===== config.mk =====
export PLATFORM = sky130hd
export DESIGN_NAME = modular_inverse_flat
export DESIGN_NICKNAME = d
export VERILOG_FILES = /design/src/rtl/mi_pkg.sv /design/src/rtl/mi_if.sv /design/src/rtl/mi_divstep.sv /design/src/rtl/mi_ctrl.sv /design/src/rtl/modular_inverse.sv /design/src/flat_wrapper.sv
export SDC_FILE = /design/constraint.sdc
export NUM_CORES = 1
export LEC_CHECK = 0
export BUFFER_PORTS_ARGS = -buffer_cell sky130_fd_sc_hd__buf_2
export CORE_MARGIN = 2
export CORE_UTILIZATION = 50
export CTS_CLUSTER_SIZE = 20
export DETAILED_ROUTE_END_ITERATION = 10
export HOLD_SLACK_MARGIN = 0.02
export PLACE_DENSITY_LB_ADDON = 0.1
export REMOVE_ABC_BUFFERS = 1
export SYNTH_ARGS = -nofsm -noshare
export SYNTH_HDL_FRONTEND = slang
export SYNTH_SLANG_ARGS = --single-unit

===== constraint.sdc =====
create_clock -name clk_i -period 10.3 [get_ports clk_i]
set_input_delay 1.03 -clock clk_i [delete_from_list [all_inputs] [get_ports clk_i]]
set_output_delay 1.03 -clock clk_i [all_outputs]
set_load 0.005 [all_outputs]

===== src/rtl/mi_pkg.sv =====
// ----------------------------------------------------------------------------
// mi_pkg
// Shared constants and types for the modular inverse block.
// ----------------------------------------------------------------------------
package mi_pkg;

  localparam int unsigned DataWidth    = 32;
  localparam logic [63:0] ResetModulus = 64'd1000000007;

  typedef struct packed {
    logic start;
  } div_ctl_t;

  typedef struct packed {
    logic done;
  } div_sts_t;

  typedef enum logic [4:0] {
    StIdle   = 5'b00001,
    StCheck  = 5'b00010,
    StDiv    = 5'b00100,
    StReduce = 5'b01000,
    StEmit   = 5'b10000
  } state_e;

endpackage


===== src/rtl/mi_if.sv =====
// ----------------------------------------------------------------------------
// mi_if
// Valid/ready channels of the modular inverse block.
// ----------------------------------------------------------------------------
interface mi_in_if #(
  parameter int unsigned DW = mi_pkg::DataWidth
);
  logic          valid;
  logic          ready;
  logic [DW-1:0] value;

  modport source (output valid, output value, input ready);
  modport sink   (input valid, input value, output ready);
endinterface

interface mi_out_if #(
  parameter int unsigned DW = mi_pkg::DataWidth
);
  logic          valid;
  logic          ready;
  logic [DW-1:0] inverse;
  logic          has_inverse;
  logic [DW-1:0] common_divisor;

  modport source (output valid, output inverse, output has_inverse,
                  output common_divisor, input ready);
  modport sink   (input valid, input inverse, input has_inverse,
                  input common_divisor, output ready);
endinterface

interface mi_cfg_if #(
  parameter int unsigned DW = mi_pkg::DataWidth
);
  logic          valid;
  logic          ready;
  logic [DW-1:0] modulus;

  modport source (output valid, output modulus, input ready);
  modport sink   (input valid, input modulus, output ready);
endinterface


===== src/rtl/mi_divstep.sv =====
// ----------------------------------------------------------------------------
// mi_divstep
// Shared shift-subtract unit: one quotient bit per cycle, with the quotient
// times the current coefficient accumulated alongside.
// ----------------------------------------------------------------------------
module mi_divstep #(
  parameter int unsigned DW = mi_pkg::DataWidth
) (
  input  logic             clk_i,
  input  logic             rst_ni,
  input  mi_pkg::div_ctl_t ctl_i,
  input  logic [DW-1:0]    dividend_i,
  input  logic [DW-1:0]    divisor_i,
  input  logic [DW:0]      mult_i,
  output mi_pkg::div_sts_t sts_o,
  output logic [DW-1:0]    rem_o,
  output logic [DW:0]      acc_o
);

  localparam int unsigned   CntW    = $clog2(DW);
  localparam logic [CntW-1:0] CntLast = CntW'(DW - 1);

  logic            busy_q;
  logic            done_q;
  logic [CntW-1:0] cnt_q;
  logic [DW-1:0]   dvd_q;
  logic [DW-1:0]   rem_q;
  logic [DW:0]     acc_q;

  logic [DW:0] shifted;
  logic [DW:0] diff;
  logic        ge;

  assign shifted = {rem_q, dvd_q[DW-1]};
  assign diff    = shifted - {1'b0, divisor_i};
  assign ge      = shifted >= {1'b0, divisor_i};

  always_ff @(posedge clk_i or negedge rst_ni) begin
    if (!rst_ni) begin
      busy_q <= 1'b0;
      done_q <= 1'b0;
      cnt_q  <= '0;
    end else if (ctl_i.start) begin
      busy_q <= 1'b1;
      done_q <= 1'b0;
      cnt_q  <= CntLast;
    end else if (busy_q) begin
      cnt_q <= cnt_q - CntW'(1);
      if (cnt_q == '0) begin
        busy_q <= 1'b0;
        done_q <= 1'b1;
      end
    end else begin
      done_q <= 1'b0;
    end
  end

  always_ff @(posedge clk_i) begin
    if (ctl_i.start) begin
      dvd_q <= dividend_i;
      rem_q <= '0;
      acc_q <= '0;
    end else if (busy_q) begin
      dvd_q <= {dvd_q[DW-2:0], 1'b0};
      rem_q <= ge ? diff[DW-1:0] : shifted[DW-1:0];
      acc_q <= {acc_q[DW-1:0], 1'b0} + (ge ? mult_i : '0);
    end
  end

  assign sts_o.done = done_q;
  assign rem_o      = rem_q;
  assign acc_o      = acc_q;

endmodule


===== src/rtl/mi_ctrl.sv =====
// ----------------------------------------------------------------------------
// mi_ctrl
// Euclid sequencer: holds remainders and coefficient magnitudes, drives the
// shared divide unit and reduces the final coefficient.
// ----------------------------------------------------------------------------
module mi_ctrl #(
  parameter int unsigned DW = mi_pkg::DataWidth
) (
  input  logic             clk_i,
  input  logic             rst_ni,
  input  logic             in_valid_i,
  input  logic [DW-1:0]    in_value_i,
  output logic             in_ready_o,
  input  logic [DW-1:0]    modulus_i,
  input  logic             out_full_i,
  output logic             res_valid_o,
  output logic [DW-1:0]    res_inverse_o,
  output logic             res_has_o,
  output logic [DW-1:0]    res_gcd_o,
  output mi_pkg::div_ctl_t div_ctl_o,
  input  mi_pkg::div_sts_t div_sts_i,
  output logic [DW-1:0]    div_dividend_o,
  output logic [DW-1:0]    div_divisor_o,
  output logic [DW:0]      div_mult_o,
  input  logic [DW-1:0]    div_rem_i,
  input  logic [DW:0]      div_acc_i
);

  mi_pkg::state_e state_q, state_d;

  logic [DW-1:0] rold_q;
  logic [DW-1:0] rcur_q;
  logic [DW:0]   mold_q;
  logic [DW:0]   mcur_q;
  logic          neg_q;
  logic [DW-1:0] red_q;

  logic          accept;
  logic          ok;
  logic [DW:0]   mod_ext;
  logic [DW:0]   red_sub;

  assign in_ready_o = (state_q == mi_pkg::StIdle) && !out_full_i;
  assign accept     = in_valid_i && in_ready_o;
  assign mod_ext    = {1'b0, modulus_i};
  assign red_sub    = mold_q - mod_ext;
  assign ok         = (modulus_i != '0) && (rold_q == DW'(1));

  assign div_ctl_o.start = (state_q == mi_pkg::StCheck) && (rcur_q != '0);
  assign div_dividend_o  = rold_q;
  assign div_divisor_o   = rcur_q;
  assign div_mult_o      = mcur_q;

  always_comb begin
    state_d = state_q;
    case (state_q)
      mi_pkg::StIdle:   if (accept) state_d = mi_pkg::StCheck;
      mi_pkg::StCheck:  state_d = (rcur_q != '0) ? mi_pkg::StDiv : mi_pkg::StReduce;
      mi_pkg::StDiv:    if (div_sts_i.done) state_d = mi_pkg::StCheck;
      mi_pkg::StReduce: state_d = mi_pkg::StEmit;
      mi_pkg::StEmit:   state_d = mi_pkg::StIdle;
      default:          state_d = mi_pkg::StIdle;
    endcase
  end

  always_ff @(posedge clk_i or negedge rst_ni) begin
    if (!rst_ni) begin
      state_q <= mi_pkg::StIdle;
    end else begin
      state_q <= state_d;
    end
  end

  always_ff @(posedge clk_i) begin
    case (state_q)
      mi_pkg::StIdle: begin
        if (accept) begin
          rold_q <= in_value_i;
          rcur_q <= modulus_i;
          mold_q <= (DW+1)'(1);
          mcur_q <= '0;
          neg_q  <= 1'b0;
        end
      end
      mi_pkg::StDiv: begin
        if (div_sts_i.done) begin
          rold_q <= rcur_q;
          rcur_q <= div_rem_i;
          mold_q <= mcur_q;
          mcur_q <= mold_q + div_acc_i;
          neg_q  <= !neg_q;
        end
      end
      mi_pkg::StReduce: begin
        red_q <= (mold_q >= mod_ext) ? red_sub[DW-1:0] : mold_q[DW-1:0];
      end
      default: begin
      end
    endcase
  end

  assign res_valid_o   = (state_q == mi_pkg::StEmit);
  assign res_has_o     = ok;
  assign res_gcd_o     = rold_q;
  assign res_inverse_o = !ok ? '0 :
                         (neg_q && red_q != '0) ? (modulus_i - red_q) : red_q;

endmodule


===== src/rtl/modular_inverse.sv =====
// Each step passes through a check state and then runs on the shared
//   shift-subtract unit, which retires one quotient bit per cycle.
// Throughput: one item at a time; the next is taken once the result has left.
// Reset: asynchronous, active low; modulus returns to 1000000007.
// ----------------------------------------------------------------------------
// modular_inverse
// Modular inverse by the extended Euclidean algorithm on one shared unit.
// ----------------------------------------------------------------------------
module modular_inverse #(
  parameter int unsigned DATA_WIDTH = mi_pkg::DataWidth
) (
  input  logic      clk_i,
  input  logic      rst_ni,
  mi_cfg_if.sink    cfg_i,
  mi_in_if.sink     in_i,
  mi_out_if.source  out_o
);

  localparam logic [DATA_WIDTH-1:0] ResetMod = DATA_WIDTH'(mi_pkg::ResetModulus);

  logic [DATA_WIDTH-1:0] modulus_q;
  logic                  out_valid_q;
  logic [DATA_WIDTH-1:0] out_inverse_q;
  logic                  out_has_q;
  logic [DATA_WIDTH-1:0] out_gcd_q;

  logic                  res_valid;
  logic [DATA_WIDTH-1:0] res_inverse;
  logic                  res_has;
  logic [DATA_WIDTH-1:0] res_gcd;

  mi_pkg::div_ctl_t      div_ctl;
  mi_pkg::div_sts_t      div_sts;
  logic [DATA_WIDTH-1:0] div_dividend;
  logic [DATA_WIDTH-1:0] div_divisor;
  logic [DATA_WIDTH:0]   div_mult;
  logic [DATA_WIDTH-1:0] div_rem;
  logic [DATA_WIDTH:0]   div_acc;

  assign cfg_i.ready = 1'b1;

  always_ff @(posedge clk_i or negedge rst_ni) begin
    if (!rst_ni) begin
      modulus_q <= ResetMod;
    end else if (cfg_i.valid) begin
      modulus_q <= cfg_i.modulus;
    end
  end

  mi_ctrl #(.DW(DATA_WIDTH)) u_ctrl (
    .clk_i          (clk_i),
    .rst_ni         (rst_ni),
    .in_valid_i     (in_i.valid),
    .in_value_i     (in_i.value),
    .in_ready_o     (in_i.ready),
    .modulus_i      (modulus_q),
    .out_full_i     (out_valid_q),
    .res_valid_o    (res_valid),
    .res_inverse_o  (res_inverse),
    .res_has_o      (res_has),
    .res_gcd_o      (res_gcd),
    .div_ctl_o      (div_ctl),
    .div_sts_i      (div_sts),
    .div_dividend_o (div_dividend),
    .div_divisor_o  (div_divisor),
    .div_mult_o     (div_mult),
    .div_rem_i      (div_rem),
    .div_acc_i      (div_acc)
  );

  mi_divstep #(.DW(DATA_WIDTH)) u_divstep (
    .clk_i      (clk_i),
    .rst_ni     (rst_ni),
    .ctl_i      (div_ctl),
    .dividend_i (div_dividend),
    .divisor_i  (div_divisor),
    .mult_i     (div_mult),
    .sts_o      (div_sts),
    .rem_o      (div_rem),
    .acc_o      (div_acc)
  );

  always_ff @(posedge clk_i or negedge rst_ni) begin
    if (!rst_ni) begin
      out_valid_q <= 1'b0;
    end else if (res_valid) begin
      out_valid_q <= 1'b1;
    end else if (out_o.ready) begin
      out_valid_q <= 1'b0;
    end
  end

  always_ff @(posedge clk_i) begin
    if (res_valid) begin
      out_inverse_q <= res_inverse;
      out_has_q     <= res_has;
      out_gcd_q     <= res_gcd;
    end
  end

  assign out_o.valid          = out_valid_q;
  assign out_o.inverse        = out_inverse_q;
  assign out_o.has_inverse    = out_has_q;
  assign out_o.common_divisor = out_gcd_q;

endmodule


===== src/flat_wrapper.sv =====
// flat-port wrapper written by rule: the top's interface ports become plain ports
module modular_inverse_flat 
#(
  parameter int unsigned DATA_WIDTH = mi_pkg::DataWidth
)
  (clk_i, rst_ni, cfg_i_valid, cfg_i_modulus, cfg_i_ready, in_i_valid, in_i_value, in_i_ready, out_o_valid, out_o_inverse, out_o_has_inverse, out_o_common_divisor, out_o_ready);
  mi_cfg_if cfg_i_i ();
  mi_in_if in_i_i ();
  mi_out_if out_o_i ();
  input  logic clk_i;
  input  logic rst_ni;
  input wire logic [$bits(cfg_i_i.valid)-1:0] cfg_i_valid;
  input wire logic [$bits(cfg_i_i.modulus)-1:0] cfg_i_modulus;
  output wire logic [$bits(cfg_i_i.ready)-1:0] cfg_i_ready;
  input wire logic [$bits(in_i_i.valid)-1:0] in_i_valid;
  input wire logic [$bits(in_i_i.value)-1:0] in_i_value;
  output wire logic [$bits(in_i_i.ready)-1:0] in_i_ready;
  output wire logic [$bits(out_o_i.valid)-1:0] out_o_valid;
  output wire logic [$bits(out_o_i.inverse)-1:0] out_o_inverse;
  output wire logic [$bits(out_o_i.has_inverse)-1:0] out_o_has_inverse;
  output wire logic [$bits(out_o_i.common_divisor)-1:0] out_o_common_divisor;
  input wire logic [$bits(out_o_i.ready)-1:0] out_o_ready;
  assign cfg_i_i.valid = cfg_i_valid;
  assign cfg_i_i.modulus = cfg_i_modulus;
  assign cfg_i_ready = cfg_i_i.ready;
  assign in_i_i.valid = in_i_valid;
  assign in_i_i.value = in_i_value;
  assign in_i_ready = in_i_i.ready;
  assign out_o_valid = out_o_i.valid;
  assign out_o_inverse = out_o_i.inverse;
  assign out_o_has_inverse = out_o_i.has_inverse;
  assign out_o_common_divisor = out_o_i.common_divisor;
  assign out_o_i.ready = out_o_ready;
  modular_inverse #(.DATA_WIDTH(DATA_WIDTH)) u_core (.clk_i(clk_i), .rst_ni(rst_ni), .cfg_i(cfg_i_i), .in_i(in_i_i), .out_o(out_o_i));
endmodule

==> results of run 1 <==
[synthesized netlist by cell type, drive strengths merged (17+ instances only)]
| master | n | area (um^2) |
|---|---|---|
| nand2b | 23 | 144 |
| a21o | 69 | 518 |
| nand3 | 29 | 145 |
| xnor2 | 79 | 692 |
| edfxtp | 260 | 7810 |
| a211oi | 43 | 350 |
| a31oi | 20 | 125 |
| dfstp | 17 | 447 |
| nand4 | 23 | 144 |
| nor2 | 198 | 746 |
| xor2 | 46 | 403 |
| inv | 142 | 533 |
| o21ai | 228 | 1140 |
| and2 | 75 | 469 |
| nor4 | 40 | 250 |
| nand2 | 334 | 1250 |
| o31ai | 17 | 133 |
| dfxtp | 65 | 1300 |
| ha | 160 | 2000 |
| and3 | 18 | 113 |
| o21a | 29 | 218 |
| dfrtp | 28 | 701 |
| nor3 | 30 | 150 |
| clkbuf | 84 | 317 |
| nor2b | 17 | 106 |
| a21oi | 160 | 801 |
| mux2i | 43 | 430 |
[sequential cells by signal, indices dropped and copies added, names as in the netlist]
signal / count
u_core.u_ctrl.neg_q: 1
u_core.u_divstep.acc_o: 33
u_core.u_ctrl.div_mult_o: 33
u_core.u_divstep.cnt_q: 5
u_core.out_o.valid: 1
u_core.u_ctrl.div_divisor_o: 32
u_core.out_o.has_inverse: 1
u_core.u_ctrl.red_q: 32
u_core.u_divstep.busy_q: 1
u_core.u_divstep.dvd_q: 32
u_core.u_divstep.sts_o: 1
u_core.u_ctrl.mold_q: 33
u_core.u_divstep.rem_o: 32
u_core.out_o.common_divisor: 32
u_core.u_ctrl.state_q: 5
u_core.modulus_q: 32
u_core.out_o.inverse: 32
u_core.u_ctrl.div_dividend_o: 32
[stage by stage]
step           instance area [um^2]  total power [W]  util, %
4_1_cts                       25600          0.00830     56.5
6_report                      25600          0.00832     56.5
5_1_grt                       25600          0.00897     56.5
3_5_place_dp                  24200          0.00674     53.4
2_1_floorplan                 22600          0.00578        -
3_3_place_gp                  24200          0.00667     53.4
[final cells by class]
cell class | count | area (um^2)
Clock buffer | 59 | 1190
Antenna cell | 1 | 2.50
Clock inverter | 17 | 215
Timing Repair Buffer | 151 | 796
Tap cell | 600 | 751
Inverter | 142 | 533
Fill cell | 4110 | 19700
Multi-Input combinational cell | 1849 | 11900
Sequential cell | 370 | 10300
[logic make-up after synthesis]
family                     count (synthesis)  share of synthesized area, %
muxes                                     46                          2.02
buffers and inverters                    239                          4.03
adders and majority gates                165                          9.14
and+or+nand+nor                          830                          16.8
xor gates and xnor gates                 125                          4.76
other                                      1                        0.0163
DFF                                      370                          44.6
AOI/OAI and AO/OA                        682                          18.6
[worst max-delay path: stages, from the launching register on]
cell                       delay [ns]
sky130_fd_sc_hd__edfxtp_1        0.45
sky130_fd_sc_hd__inv_1           0.09
sky130_fd_sc_hd__ha_1            0.39
sky130_fd_sc_hd__a21o_1          0.20
sky130_fd_sc_hd__a211oi_2        0.07
sky130_fd_sc_hd__and4_1          0.24
sky130_fd_sc_hd__o31ai_2         0.37
sky130_fd_sc_hd__a211o_1         0.24
sky130_fd_sc_hd__a211oi_4        0.12
sky130_fd_sc_hd__nor2_4          0.48
sky130_fd_sc_hd__buf_4           0.69
sky130_fd_sc_hd__and2_1          0.23
sky130_fd_sc_hd__ha_1            0.28
sky130_fd_sc_hd__a211oi_1        0.24
sky130_fd_sc_hd__o21ai_0         0.18
sky130_fd_sc_hd__o22a_1          0.24
sky130_fd_sc_hd__o311a_1         0.14
sky130_fd_sc_hd__o31ai_1         0.40
sky130_fd_sc_hd__a21oi_1         0.19
sky130_fd_sc_hd__a221o_1         0.34
sky130_fd_sc_hd__xor2_1          0.16
sky130_fd_sc_hd__xor2_1          0.16
sky130_fd_sc_hd__a21oi_1         0.08
[power by group]
part | leakage [nW] | total (W) | internal (W) | switching (W)
Clock | 0.685 | 0.00153 | 0.000927 | 0.000606
Sequential | 3.62 | 0.00245 | 0.00212 | 0.000329
Combinational | 6.78 | 0.00434 | 0.00180 | 0.00254
[placed cells by master, fill, tap and decap left out, types with 43 or more instances in the layout]
master	count
sky130_fd_sc_hd__inv_1	142
sky130_fd_sc_hd__dfxtp_1	65
sky130_fd_sc_hd__o21ai_0	191
sky130_fd_sc_hd__nand2_1	334
sky130_fd_sc_hd__a21oi_1	160
sky130_fd_sc_hd__xor2_1	46
sky130_fd_sc_hd__and2_1	75
sky130_fd_sc_hd__mux2i_1	43
sky130_fd_sc_hd__buf_2	135
sky130_fd_sc_hd__edfxtp_1	260
sky130_fd_sc_hd__ha_1	160
sky130_fd_sc_hd__clkbuf_16	43
sky130_fd_sc_hd__a21o_1	69
sky130_fd_sc_hd__xnor2_1	79
sky130_fd_sc_hd__nor2_1	196
[path summary, 6_finish.rpt]
check	from	to	slack, ns
max	u_core.u_ctrl.div_divisor_o[8]$_DFFE_PP_	u_core.u_divstep.acc_o[32]$_SDFFE_PP0P_	4.04
min	u_core.u_divstep.sts_o$_DFFE_PN0P_	u_core.u_ctrl.state_q[2]$_DFFE_PN0P_	0.46
max reg2reg	u_core.u_ctrl.div_divisor_o[8]$_DFFE_PP_	u_core.u_divstep.acc_o[32]$_SDFFE_PP0P_	4.04
min reg2reg	u_core.u_divstep.sts_o$_DFFE_PN0P_	u_core.u_ctrl.state_q[2]$_DFFE_PN0P_	0.46
max in group asynchronous	rst_ni	u_core.u_divstep.busy_q$_DFF_PN0_	9.28
min in group asynchronous	rst_ni	u_core.u_ctrl.state_q[4]$_DFFE_PN0P_	0.54
[layer usage]
metal | share of wire (%) | GRT usage [%] | up-vias
met3 | 5.3 | 3.22 | 95
met4 | 3.4 | 8.93 | 0
li1 | - | - | 9102
met1 | 45 | 35.1 | 8675
met2 | 46 | 42.4 | 510
met5 | 0 | 0 | -
==> impl_metrics.xml, run 1 <==
<?xml version="1.0" encoding="UTF-8"?>
<metrics>
  <group name="detailed_routing">
    <metric name="detail_route.first_pass.iterations" unit="">5</metric>
    <metric name="vias" unit="">18382</metric>
    <metric name="detail_route.vias_per_cell" unit="">5.76</metric>
    <metric name="detail_route.wl_per_cell" unit="um">19.2</metric>
    <metric name="drc" unit="">0</metric>
    <metric name="drt_iter0_markers" unit="">1251</metric>
    <metric name="wl" unit="mm">61.1</metric>
    <metric name="route.antenna.remaining_nets" unit="">0</metric>
  </group>
  <group name="placement">
    <metric name="pre_cts_ws" unit="ns">4.13</metric>
    <metric name="place_inst" unit="">3112</metric>
    <metric name="gp_congestion" unit="">0.922</metric>
    <metric name="dp_hpwl" unit="mm">45.6</metric>
    <metric name="io_buffers" unit="">135</metric>
  </group>
  <group name="synthesis">
    <metric name="synth_seq_area_share" unit="%">44.6</metric>
    <metric name="post_synth_num_cell_types" unit="">87</metric>
    <metric name="synthesized_instance_count" unit="">2458</metric>
    <metric name="asyncSetResetFlopFracSynth" unit="%">12.2</metric>
    <metric name="synthesis.area_per_instance" unit="um^2">9.35</metric>
    <metric name="synth-seq-cells" unit="">370</metric>
    <metric name="synth_edf_count" unit="">260</metric>
    <metric name="ys_warn_count" unit="">0</metric>
    <metric name="combined_area_of_all_synthesized_cells" unit="mm^2">0.0230</metric>
    <metric name="dominantRegCellSynth" unit="">sky130_fd_sc_hd__edfxtp_1</metric>
  </group>
  <group name="layout">
    <metric name="synthToLayoutAreaGrowth" unit="%">11.5</metric>
    <metric name="final_nets" unit="">2789</metric>
    <metric name="post_layout_nonfiller_instances" unit="">3189</metric>
    <metric name="final_layout_size_suffix_gt1_share" unit="%">10.0</metric>
  </group>
  <group name="worst_setup_path">
    <metric name="setup.worst_path.end_class" unit="">flip-flop</metric>
    <metric name="worst-setup-path-type" unit="">flip-flop to flip-flop</metric>
    <metric name="critical_path.max_fanout" unit="">57</metric>
    <metric name="critical_path_arrival" unit="ns">6.68</metric>
    <metric name="worst_ep_required_time" unit="ns">10.72</metric>
    <metric name="worst-r2r-cell-count" unit="">22</metric>
    <metric name="start_kind" unit="">flip-flop</metric>
  </group>
  <group name="min_path">
    <metric name="hp-class" unit="">flip-flop to flip-flop</metric>
    <metric name="hold_path_depth" unit="">1</metric>
  </group>
  <group name="clock_tree">
    <metric name="cts.reportedPaths.clkPinSlew" unit="ns">0.06</metric>
    <metric name="clock_sinks" unit="">370</metric>
    <metric name="clock_tree_root_buffer_cell" unit="">sky130_fd_sc_hd__clkbuf_16</metric>
    <metric name="tritoncts" unit="">yes</metric>
    <metric name="insertion_delay" unit="ns">0.58</metric>
    <metric name="cts_buf_count" unit="">41</metric>
    <metric name="cts_htree_levels" unit="">2</metric>
    <metric name="clock_tree.buffer_depth" unit="">3</metric>
    <metric name="cts_setup_buffers" unit="">0</metric>
    <metric name="post_cts_resized" unit="">0</metric>
    <metric name="post_cts_hold_buffer_count" unit="">0</metric>
  </group>
  <group name="timing">
    <metric name="worst_pin_slew" unit="ns">1.05</metric>
    <metric name="finalClockSkew" unit="ns">0.0217</metric>
    <metric name="max-slew-margin-rel" unit="%">30.3</metric>
    <metric name="min_period_over_period" unit="%">60.8</metric>
    <metric name="worst_hold_margin" unit="ns">0.458</metric>
    <metric name="worst_slack" unit="ns">4.04</metric>
    <metric name="final.min_clock_period" unit="ns">6.26</metric>
    <metric name="finalSetupViolations" unit="">0</metric>
    <metric name="clock.fmax" unit="MHz">160</metric>
    <metric name="finalHoldViolations" unit="">0</metric>
    <metric name="grt_setup_unrepaired" unit="">false</metric>
    <metric name="totalNegativeSetupSlack" unit="ns">0</metric>
    <metric name="timing.final.max_slew_violations" unit="">0</metric>
  </group>
  <group name="floorplan">
    <metric name="ios" unit="">137</metric>
    <metric name="core_area" unit="mm^2">0.0454</metric>
    <metric name="core.rowCount" unit="">78</metric>
    <metric name="start_util" unit="%">50.7</metric>
    <metric name="dieArea" unit="mm^2">0.0477</metric>
    <metric name="die_width" unit="um">218</metric>
    <metric name="floorplan.die.height" unit="um">218</metric>
  </group>
  <group name="job">
    <metric name="max-cap-violations" unit="">0</metric>
  </group>
  <group name="grt">
    <metric name="antenna_found_initial" unit="">0</metric>
    <metric name="grtUsageTotal" unit="%">25.8</metric>
    <metric name="vias_in_the_first_global_route" unit="">17586</metric>
    <metric name="overflow" unit="">0</metric>
    <metric name="grt_start_max_net_pins" unit="">100</metric>
    <metric name="grt_pass1_wl" unit="mm">95.9</metric>
  </group>
  <group name="pwr">
    <metric name="lkg_pwr" unit="nW">11.1</metric>
    <metric name="power_per_cell_area" unit="mW/mm^2">325</metric>
    <metric name="vdd_ir_drop_max" unit="mV">0.221</metric>
  </group>
  <group name="run_status">
    <metric name="status" unit="">complete, no violations</metric>
  </group>
</metrics>
(Power assumes the default switching activity.)
==> inputs of run 2 (changes only) <==
==> constraint.sdc (replaced) <==
create_clock -name clk_i -period 6.16 [get_ports clk_i]
set_input_delay 0.616 -clock clk_i [delete_from_list [all_inputs] [get_ports clk_i]]
set_output_delay 0.616 -clock clk_i [all_outputs]
set_load 0.005 [all_outputs]
==> run 2 against run 1 <==
  * Combinational power up 68%
  * Critical path depth unchanged
  * Clock-buffer cell count down 1
  * Flip-flop and latch count unchanged
  * Global-route usage up 0.11 points
  * Sequential share of layout area down 0.11 points
  * Die area unchanged
  * Clock skew up 0.0041 ns
  * Cell count about the same
  * Sequential power up 67%
  * Setup slack worse by 3.6 ns
  * Via count down 0.53%
  * Critical path type unchanged
  * Largest power group unchanged
==> impl_metrics.xml, run 2 (synthesis results as in run 1) <==
<?xml version="1.0" encoding="UTF-8"?>
<metrics>
  <group name="run_status">
    <metric name="status" unit="">complete, no violations</metric>
  </group>
  <group name="pwr">
    <metric name="power_switching_share" unit="%">41.3</metric>
    <metric name="combPwrFrac" unit="%">52.2</metric>
    <metric name="power_per_cell_area" unit="mW/mm^2">543</metric>
    <metric name="power.net_switching" unit="W">0.00578</metric>
    <metric name="p_int" unit="W">0.00819</metric>
    <metric name="lkg_pwr" unit="nW">11.1</metric>
    <metric name="share_of_total_power_in_sequential_cells" unit="%">29.3</metric>
    <metric name="power.share.clock" unit="%">18.5</metric>
    <metric name="vdd_ir_drop_max" unit="mV">0.380</metric>
  </group>
  <group name="clock_tree">
    <metric name="tritoncts" unit="">yes</metric>
    <metric name="clock_tree.buffer_depth" unit="">3</metric>
    <metric name="clock_sinks" unit="">370</metric>
    <metric name="cts_buf_count" unit="">43</metric>
    <metric name="cts_htree_levels" unit="">2</metric>
    <metric name="cts.reportedPaths.clkPinSlew" unit="ns">0.06</metric>
    <metric name="cts_setup_buffers" unit="">0</metric>
    <metric name="insertion_delay" unit="ns">0.57</metric>
    <metric name="clock_tree_root_buffer_cell" unit="">sky130_fd_sc_hd__clkbuf_16</metric>
    <metric name="post_cts_resized" unit="">0</metric>
    <metric name="post_cts_hold_buffer_count" unit="">0</metric>
  </group>
  <group name="grt">
    <metric name="grt_start_max_net_pins" unit="">132</metric>
    <metric name="antenna_found_initial" unit="">0</metric>
    <metric name="grtUsageTotal" unit="%">25.9</metric>
    <metric name="vias_in_the_first_global_route" unit="">17908</metric>
    <metric name="overflow" unit="">0</metric>
    <metric name="grt_pass1_wl" unit="mm">97.0</metric>
  </group>
  <group name="detailed_routing">
    <metric name="drc" unit="">0</metric>
    <metric name="detail_route.vias_per_cell" unit="">5.73</metric>
    <metric name="drt_iter0_markers" unit="">1200</metric>
    <metric name="vias" unit="">18284</metric>
    <metric name="wl" unit="mm">61.4</metric>
    <metric name="detail_route.wl_per_cell" unit="um">19.2</metric>
    <metric name="route.antenna.remaining_nets" unit="">0</metric>
    <metric name="detail_route.first_pass.iterations" unit="">5</metric>
  </group>
  <group name="floorplan">
    <metric name="floorplan.die.height" unit="um">218</metric>
    <metric name="dieArea" unit="mm^2">0.0477</metric>
    <metric name="start_util" unit="%">50.7</metric>
    <metric name="die_width" unit="um">218</metric>
    <metric name="core_area" unit="mm^2">0.0454</metric>
    <metric name="core.rowCount" unit="">78</metric>
    <metric name="ios" unit="">137</metric>
  </group>
  <group name="timing">
    <metric name="worst_hold_margin" unit="ns">0.132</metric>
    <metric name="clock.fmax" unit="MHz">175</metric>
    <metric name="finalSetupViolations" unit="">0</metric>
    <metric name="final.min_clock_period" unit="ns">5.72</metric>
    <metric name="totalNegativeSetupSlack" unit="ns">0</metric>
    <metric name="timing.final.max_slew_violations" unit="">0</metric>
    <metric name="finalHoldViolations" unit="">0</metric>
    <metric name="worst_pin_slew" unit="ns">1.19</metric>
    <metric name="max-slew-margin-rel" unit="%">20.8</metric>
    <metric name="grt_setup_unrepaired" unit="">false</metric>
    <metric name="min_period_over_period" unit="%">92.9</metric>
    <metric name="finalClockSkew" unit="ns">0.0258</metric>
  </group>
  <group name="worst_setup_path">
    <metric name="start_kind" unit="">flip-flop</metric>
    <metric name="timing.critical_path.slowest_stage_cell" unit="">sky130_fd_sc_hd__fa_1</metric>
    <metric name="setup.worst_path.end_class" unit="">flip-flop</metric>
    <metric name="crit_path_cell_trace" unit="">inv_1 &gt; ha_1 &gt; a21o_1 &gt; a211oi_2 &gt; and4_1 &gt; o31ai_2 &gt; a211o_1 &gt; a211oi_4 &gt; nor2_4 &gt; and2_1 &gt; ha_1 &gt; fa_1 &gt; a211oi_1 &gt; o21a_1 &gt; nor3_1 &gt; o31a_1 &gt; a211o_1 &gt; a221o_1 &gt; nand2_1 &gt; a31oi_1 &gt; and3_1 &gt; nor3_1</metric>
    <metric name="critical_path_arrival" unit="ns">6.20</metric>
    <metric name="worst_ep_required_time" unit="ns">6.64</metric>
    <metric name="worst-setup-path-type" unit="">flip-flop to flip-flop</metric>
    <metric name="critical_path.max_fanout" unit="">7</metric>
    <metric name="critical_path.max_stage_delay" unit="ns">0.44</metric>
  </group>
  <group name="layout">
    <metric name="synthToLayoutAreaGrowth" unit="%">11.9</metric>
    <metric name="final_layout_size_suffix_gt1_share" unit="%">10.1</metric>
    <metric name="mostFrequentLayoutCells" unit="">334 x sky130_fd_sc_hd__nand2_1, 260 x sky130_fd_sc_hd__edfxtp_1, 196 x sky130_fd_sc_hd__nor2_1</metric>
    <metric name="num_antenna_cells" unit="">0</metric>
    <metric name="fillCellCount" unit="">4060</metric>
    <metric name="most_common_cell_after_layout_fill_and_taps_aside" unit="">sky130_fd_sc_hd__nand2_1</metric>
    <metric name="final_nets" unit="">2794</metric>
  </group>
  <group name="placement">
    <metric name="dp_hpwl" unit="mm">46.4</metric>
    <metric name="io_buffers" unit="">135</metric>
    <metric name="gp_congestion" unit="">0.946</metric>
  </group>
  <group name="min_path">
    <metric name="hp-class" unit="">primary input to asynchronous set/reset pin</metric>
  </group>
  <group name="job">
    <metric name="max-cap-violations" unit="">0</metric>
  </group>
</metrics>
-- run 2: path summary, 6_finish.rpt --
check                                                           start                                   endpoint  slack (ns)  cells past startpoint
setup reg to reg             u_core.u_ctrl.div_divisor_o[8]$_DFFE_PP_    u_core.u_divstep.acc_o[31]$_SDFFE_PP0P_        0.44                     22
setup / recovery             u_core.u_ctrl.div_divisor_o[8]$_DFFE_PP_    u_core.u_divstep.acc_o[31]$_SDFFE_PP0P_        0.44                     22
hold reg to reg            u_core.u_ctrl.div_dividend_o[10]$_DFFE_PP_  u_core.out_o.common_divisor[10]$_DFFE_PP_        0.47                      0
max in group asynchronous                                      rst_ni          u_core.u_divstep.busy_q$_DFF_PN0_        5.55                      2
min in group clk_i                                  cfg_i_modulus[28]           u_core.modulus_q[28]$_DFFE_PN1P_        0.26                      3
hold / removal                                                 rst_ni       u_core.u_ctrl.state_q[4]$_DFFE_PN0P_        0.13                      2
-- run 2: worst max-delay path: cells and delay by family (launching register included) --
kind	cells	cell delay, ns
adders and majority gates	3	1.02
buffers and inverters	1	0.08
AOI/OAI and AO/OA	11	2.98
DFF	1	0.43
and+or+nand+nor	7	1.13
-- run 2: power groups by stage --
stage / Clock (W) / Combinational (W) / Sequential (W)
after global placement: 0 / 0.00709 / 0.00412
after detailed placement: 0 / 0.00720 / 0.00414
after CTS: 0.00263 / 0.00726 / 0.00409
after floorplan: 0 / 0.00562 / 0.00405
after global routing: 0.00272 / 0.00813 / 0.00418
final: 0.00258 / 0.00729 / 0.00410
-- run 2: cell type report --
| class | count | area [um^2] | area share, % |
|---|---|---|---|
| Inverter | 142 | 533 | 2.07 |
| Timing Repair Buffer | 154 | 856 | 3.33 |
| Tap cell | 600 | 751 | 2.92 |
| Clock buffer | 58 | 1160 | 4.52 |
| Clock inverter | 19 | 253 | 0.983 |
| Multi-Input combinational cell | 1849 | 11900 | 46.3 |
| Sequential cell | 370 | 10300 | 39.9 |
-- run 2: routing by layer --
metal / vias up / wire [um] / track usage (%)
met1: 8715 / 27900 / 34.2
met4: 0 / 1650 / 7.87
met3: 92 / 2330 / 3.03
met2: 376 / 29600 / 44.5
li1: 9101 / - / -
met5: - / 0 / 0
-- run 2: per-stage QoR --
stage               total power (W)  setup WS (ns)  cells  area (um^2)  utilization, %
global route                 0.0150          0.131   3192        25700            56.7
floorplan                   0.00966          -5.50   2361        22600               -
CTS                          0.0140          0.447   3192        25700            56.7
global placement             0.0112          0.541   3115        24300            53.6
finish                       0.0140          0.437   3192        25700            56.7
detailed placement           0.0113          0.488   3115        24300            53.6
==> inputs of run 3 (changes only) <==
--- a/config.mk
+++ b/config.mk
@@ -11,7 +11,7 @@
 export CTS_CLUSTER_SIZE = 20
 export DETAILED_ROUTE_END_ITERATION = 10
 export HOLD_SLACK_MARGIN = 0.02
-export PLACE_DENSITY_LB_ADDON = 0.1
+export PLACE_DENSITY = 0.68
 export REMOVE_ABC_BUFFERS = 1
 export SYNTH_ARGS = -nofsm -noshare
 export SYNTH_HDL_FRONTEND = slang
==> run 3 against run 2 <==
  * Sequential power barely moved
  * Combinational power barely moved
  * Setup slack got worse by 0.085 ns
==> impl_metrics.xml, run 3 (synthesis results as in run 1) <==
<?xml version="1.0" encoding="UTF-8"?>
<metrics>
  <group name="grt">
    <metric name="grt_busiest_layer" unit="">met2</metric>
    <metric name="overflow" unit="">0</metric>
    <metric name="grt_pass1_wl" unit="mm">96.1</metric>
    <metric name="grtUsageMet2" unit="%">43.2</metric>
    <metric name="antenna_found_initial" unit="">0</metric>
    <metric name="fraction_of_met3_tracks_used_by_global_routing" unit="%">2.88</metric>
    <metric name="vias_in_the_first_global_route" unit="">17862</metric>
    <metric name="grtUsageTotal" unit="%">25.5</metric>
    <metric name="grt_util_met1" unit="%">33.7</metric>
    <metric name="grt_start_max_net_pins" unit="">132</metric>
  </group>
  <group name="floorplan">
    <metric name="dieArea" unit="mm^2">0.0477</metric>
    <metric name="floorplan.die.height" unit="um">218</metric>
    <metric name="die_width" unit="um">218</metric>
    <metric name="core_area" unit="mm^2">0.0454</metric>
    <metric name="start_util" unit="%">50.7</metric>
    <metric name="ios" unit="">137</metric>
    <metric name="core.rowCount" unit="">78</metric>
  </group>
  <group name="timing">
    <metric name="timing.final.max_slew_violations" unit="">0</metric>
    <metric name="final.min_clock_period" unit="ns">5.81</metric>
    <metric name="totalNegativeSetupSlack" unit="ns">0</metric>
    <metric name="finalSetupViolations" unit="">0</metric>
    <metric name="worst_pin_slew" unit="ns">1.04</metric>
    <metric name="grt_setup_unrepaired" unit="">false</metric>
    <metric name="clock.fmax" unit="MHz">172</metric>
    <metric name="finalClockSkew" unit="ns">0.0154</metric>
    <metric name="finalHoldViolations" unit="">0</metric>
    <metric name="max-slew-margin-rel" unit="%">30.9</metric>
    <metric name="min_period_over_period" unit="%">94.3</metric>
    <metric name="worst_slack" unit="ns">0.352</metric>
  </group>
  <group name="worst_setup_path">
    <metric name="critical_path_arrival" unit="ns">6.29</metric>
    <metric name="worst_ep_required_time" unit="ns">6.64</metric>
    <metric name="critical_path.max_fanout" unit="">11</metric>
    <metric name="critPathCapture" unit="">u_core.u_divstep.acc_o[31]$_SDFFE_PP0P_</metric>
    <metric name="worst-r2r-cell-count" unit="">22</metric>
    <metric name="worst-setup-path-type" unit="">flip-flop to flip-flop</metric>
    <metric name="cp-startpoint" unit="">u_core.u_ctrl.div_divisor_o[8]$_DFFE_PP_</metric>
    <metric name="r2r-start" unit="">u_core.u_ctrl.div_divisor_o[8]$_DFFE_PP_</metric>
    <metric name="rr_endpoint" unit="">u_core.u_divstep.acc_o[31]$_SDFFE_PP0P_</metric>
    <metric name="reg2reg_setup_slack" unit="ns">0.35</metric>
    <metric name="start_kind" unit="">flip-flop</metric>
    <metric name="setup.worst_path.end_class" unit="">flip-flop</metric>
  </group>
  <group name="layout">
    <metric name="design_area" unit="mm^2">0.0257</metric>
    <metric name="synthToLayoutAreaGrowth" unit="%">11.6</metric>
    <metric name="finalCoreUtilization" unit="%">56.6</metric>
    <metric name="final_nets" unit="">2791</metric>
    <metric name="num_antenna_cells" unit="">0</metric>
    <metric name="most_common_cell_after_layout_fill_and_taps_aside" unit="">sky130_fd_sc_hd__nand2_1</metric>
    <metric name="mostFrequentLayoutCells" unit="">334 x sky130_fd_sc_hd__nand2_1, 260 x sky130_fd_sc_hd__edfxtp_1, 196 x sky130_fd_sc_hd__nor2_1</metric>
    <metric name="final_layout_size_suffix_gt1_share" unit="%">10.1</metric>
  </group>
  <group name="clock_tree">
    <metric name="tritoncts" unit="">yes</metric>
    <metric name="clock_tree.buffer_depth" unit="">3</metric>
    <metric name="cts_htree_levels" unit="">2</metric>
    <metric name="post_cts_hold_buffer_count" unit="">0</metric>
    <metric name="clock_sinks" unit="">370</metric>
    <metric name="cts_buf_count" unit="">41</metric>
    <metric name="insertion_delay" unit="ns">0.57</metric>
    <metric name="clock_tree_root_buffer_cell" unit="">sky130_fd_sc_hd__clkbuf_16</metric>
    <metric name="cts.reportedPaths.clkPinSlew" unit="ns">0.06</metric>
    <metric name="post_cts_resized" unit="">0</metric>
  </group>
  <group name="run_status">
    <metric name="status" unit="">complete, no violations</metric>
  </group>
  <group name="pwr">
    <metric name="vdd_ir_drop_max" unit="mV">0.238</metric>
    <metric name="power_per_cell_area" unit="mW/mm^2">544</metric>
    <metric name="lkg_pwr" unit="nW">11.1</metric>
    <metric name="design_power_total" unit="W">0.0140</metric>
  </group>
  <group name="placement">
    <metric name="dp_hpwl" unit="mm">44.8</metric>
    <metric name="pre_cts_ws" unit="ns">0.287</metric>
    <metric name="placed_cell_area" unit="mm^2">0.0243</metric>
    <metric name="io_buffers" unit="">135</metric>
    <metric name="gp_congestion" unit="">0.988</metric>
  </group>
  <group name="detailed_routing">
    <metric name="detail_route.first_pass.iterations" unit="">5</metric>
    <metric name="vias" unit="">18534</metric>
    <metric name="wl" unit="mm">60.8</metric>
    <metric name="drt_iter0_markers" unit="">1435</metric>
    <metric name="route.antenna.remaining_nets" unit="">0</metric>
    <metric name="drc" unit="">0</metric>
    <metric name="detail_route.vias_per_cell" unit="">5.81</metric>
    <metric name="detail_route.wl_per_cell" unit="um">19.1</metric>
  </group>
  <group name="min_path">
    <metric name="hp-class" unit="">primary input to asynchronous set/reset pin</metric>
  </group>
  <group name="job">
    <metric name="max-cap-violations" unit="">0</metric>
  </group>
</metrics>
-- run 3: metrics by stage --
step,hold WS [ns],std cells
floorplan,0.320,2361
global placement,0.456,3113
detailed placement,0.467,3113
CTS,0.242,3189
global route,0.264,3190
finish,0.240,3190
-- run 3: metal layers --
metal,wire length (um),up-vias,share of wire [%]
met5,0,-,0
li1,-,9088,-
met4,1980,0,3.2
met3,3480,100,5.7
met1,26300,8779,43
met2,29000,567,48
-- run 3: what timing repair did --
item                                    4_1_cts  5_1_grt
endpoints found under the setup margin        0        2
buffers inserted                              0        1
hold endpoints to repair                      0        0
-- run 3: worst min-delay path by stage --
stage	slack [ns]	cells after the start	to	startpoint
2_1_floorplan	0.32	0	u_core.modulus_q[10]$_DFFE_PN0P_	rst_ni
3_3_place_gp	0.46	1	u_core.u_ctrl.state_q[2]$_DFFE_PN0P_	u_core.u_divstep.sts_o$_DFFE_PN0P_
3_5_place_dp	0.47	0	u_core.out_o.common_divisor[1]$_DFFE_PP_	u_core.u_ctrl.div_dividend_o[1]$_DFFE_PP_
4_1_cts	0.24	3	u_core.modulus_q[31]$_DFFE_PN0P_	cfg_i_modulus[31]
5_1_grt	0.26	3	u_core.modulus_q[0]$_DFFE_PN1P_	cfg_i_modulus[0]
6_report	0.24	1	u_core.u_ctrl.state_q[4]$_DFFE_PN0P_	rst_ni
-- run 3: layout make-up --
class                      instances  area [um^2]
clock buffer                      61         1180
timing repair buffer             153          823
multi-input combinational       1849        11900
inverter                         142          533
fill                            3984        19700
clock inverter                    15          213
sequential                       370        10300
tap                              600          751
-- run 3: where the power goes --
| group | switching [W] | internal, W |
|---|---|---|
| registers | 0.000568 | 0.00355 |
| logic | 0.00427 | 0.00305 |
| clock network | 0.00102 | 0.00151 |
| total | 0.00586 | 0.00810 |
-- run 3: worst max-delay path, stage by stage, from the launching register on --
cell and delay [ns]:
sky130_fd_sc_hd__edfxtp_1 0.44, sky130_fd_sc_hd__inv_1 0.12, sky130_fd_sc_hd__ha_1 0.30, sky130_fd_sc_hd__a21o_1 0.22, sky130_fd_sc_hd__a211oi_2 0.22, sky130_fd_sc_hd__and4_1 0.26, sky130_fd_sc_hd__o31ai_2 0.12, sky130_fd_sc_hd__a211o_1 0.37
sky130_fd_sc_hd__a211oi_4 0.38, sky130_fd_sc_hd__nor2_4 0.14, sky130_fd_sc_hd__and2_1 0.22, sky130_fd_sc_hd__ha_1 0.22, sky130_fd_sc_hd__fa_1 0.43, sky130_fd_sc_hd__a211oi_1 0.38, sky130_fd_sc_hd__o21a_1 0.18, sky130_fd_sc_hd__nor3_1 0.05
sky130_fd_sc_hd__o31a_1 0.34, sky130_fd_sc_hd__a211o_1 0.34, sky130_fd_sc_hd__a221o_1 0.36, sky130_fd_sc_hd__nand2_1 0.10, sky130_fd_sc_hd__a31oi_1 0.11, sky130_fd_sc_hd__and3_1 0.21, sky130_fd_sc_hd__nor3_1 0.18
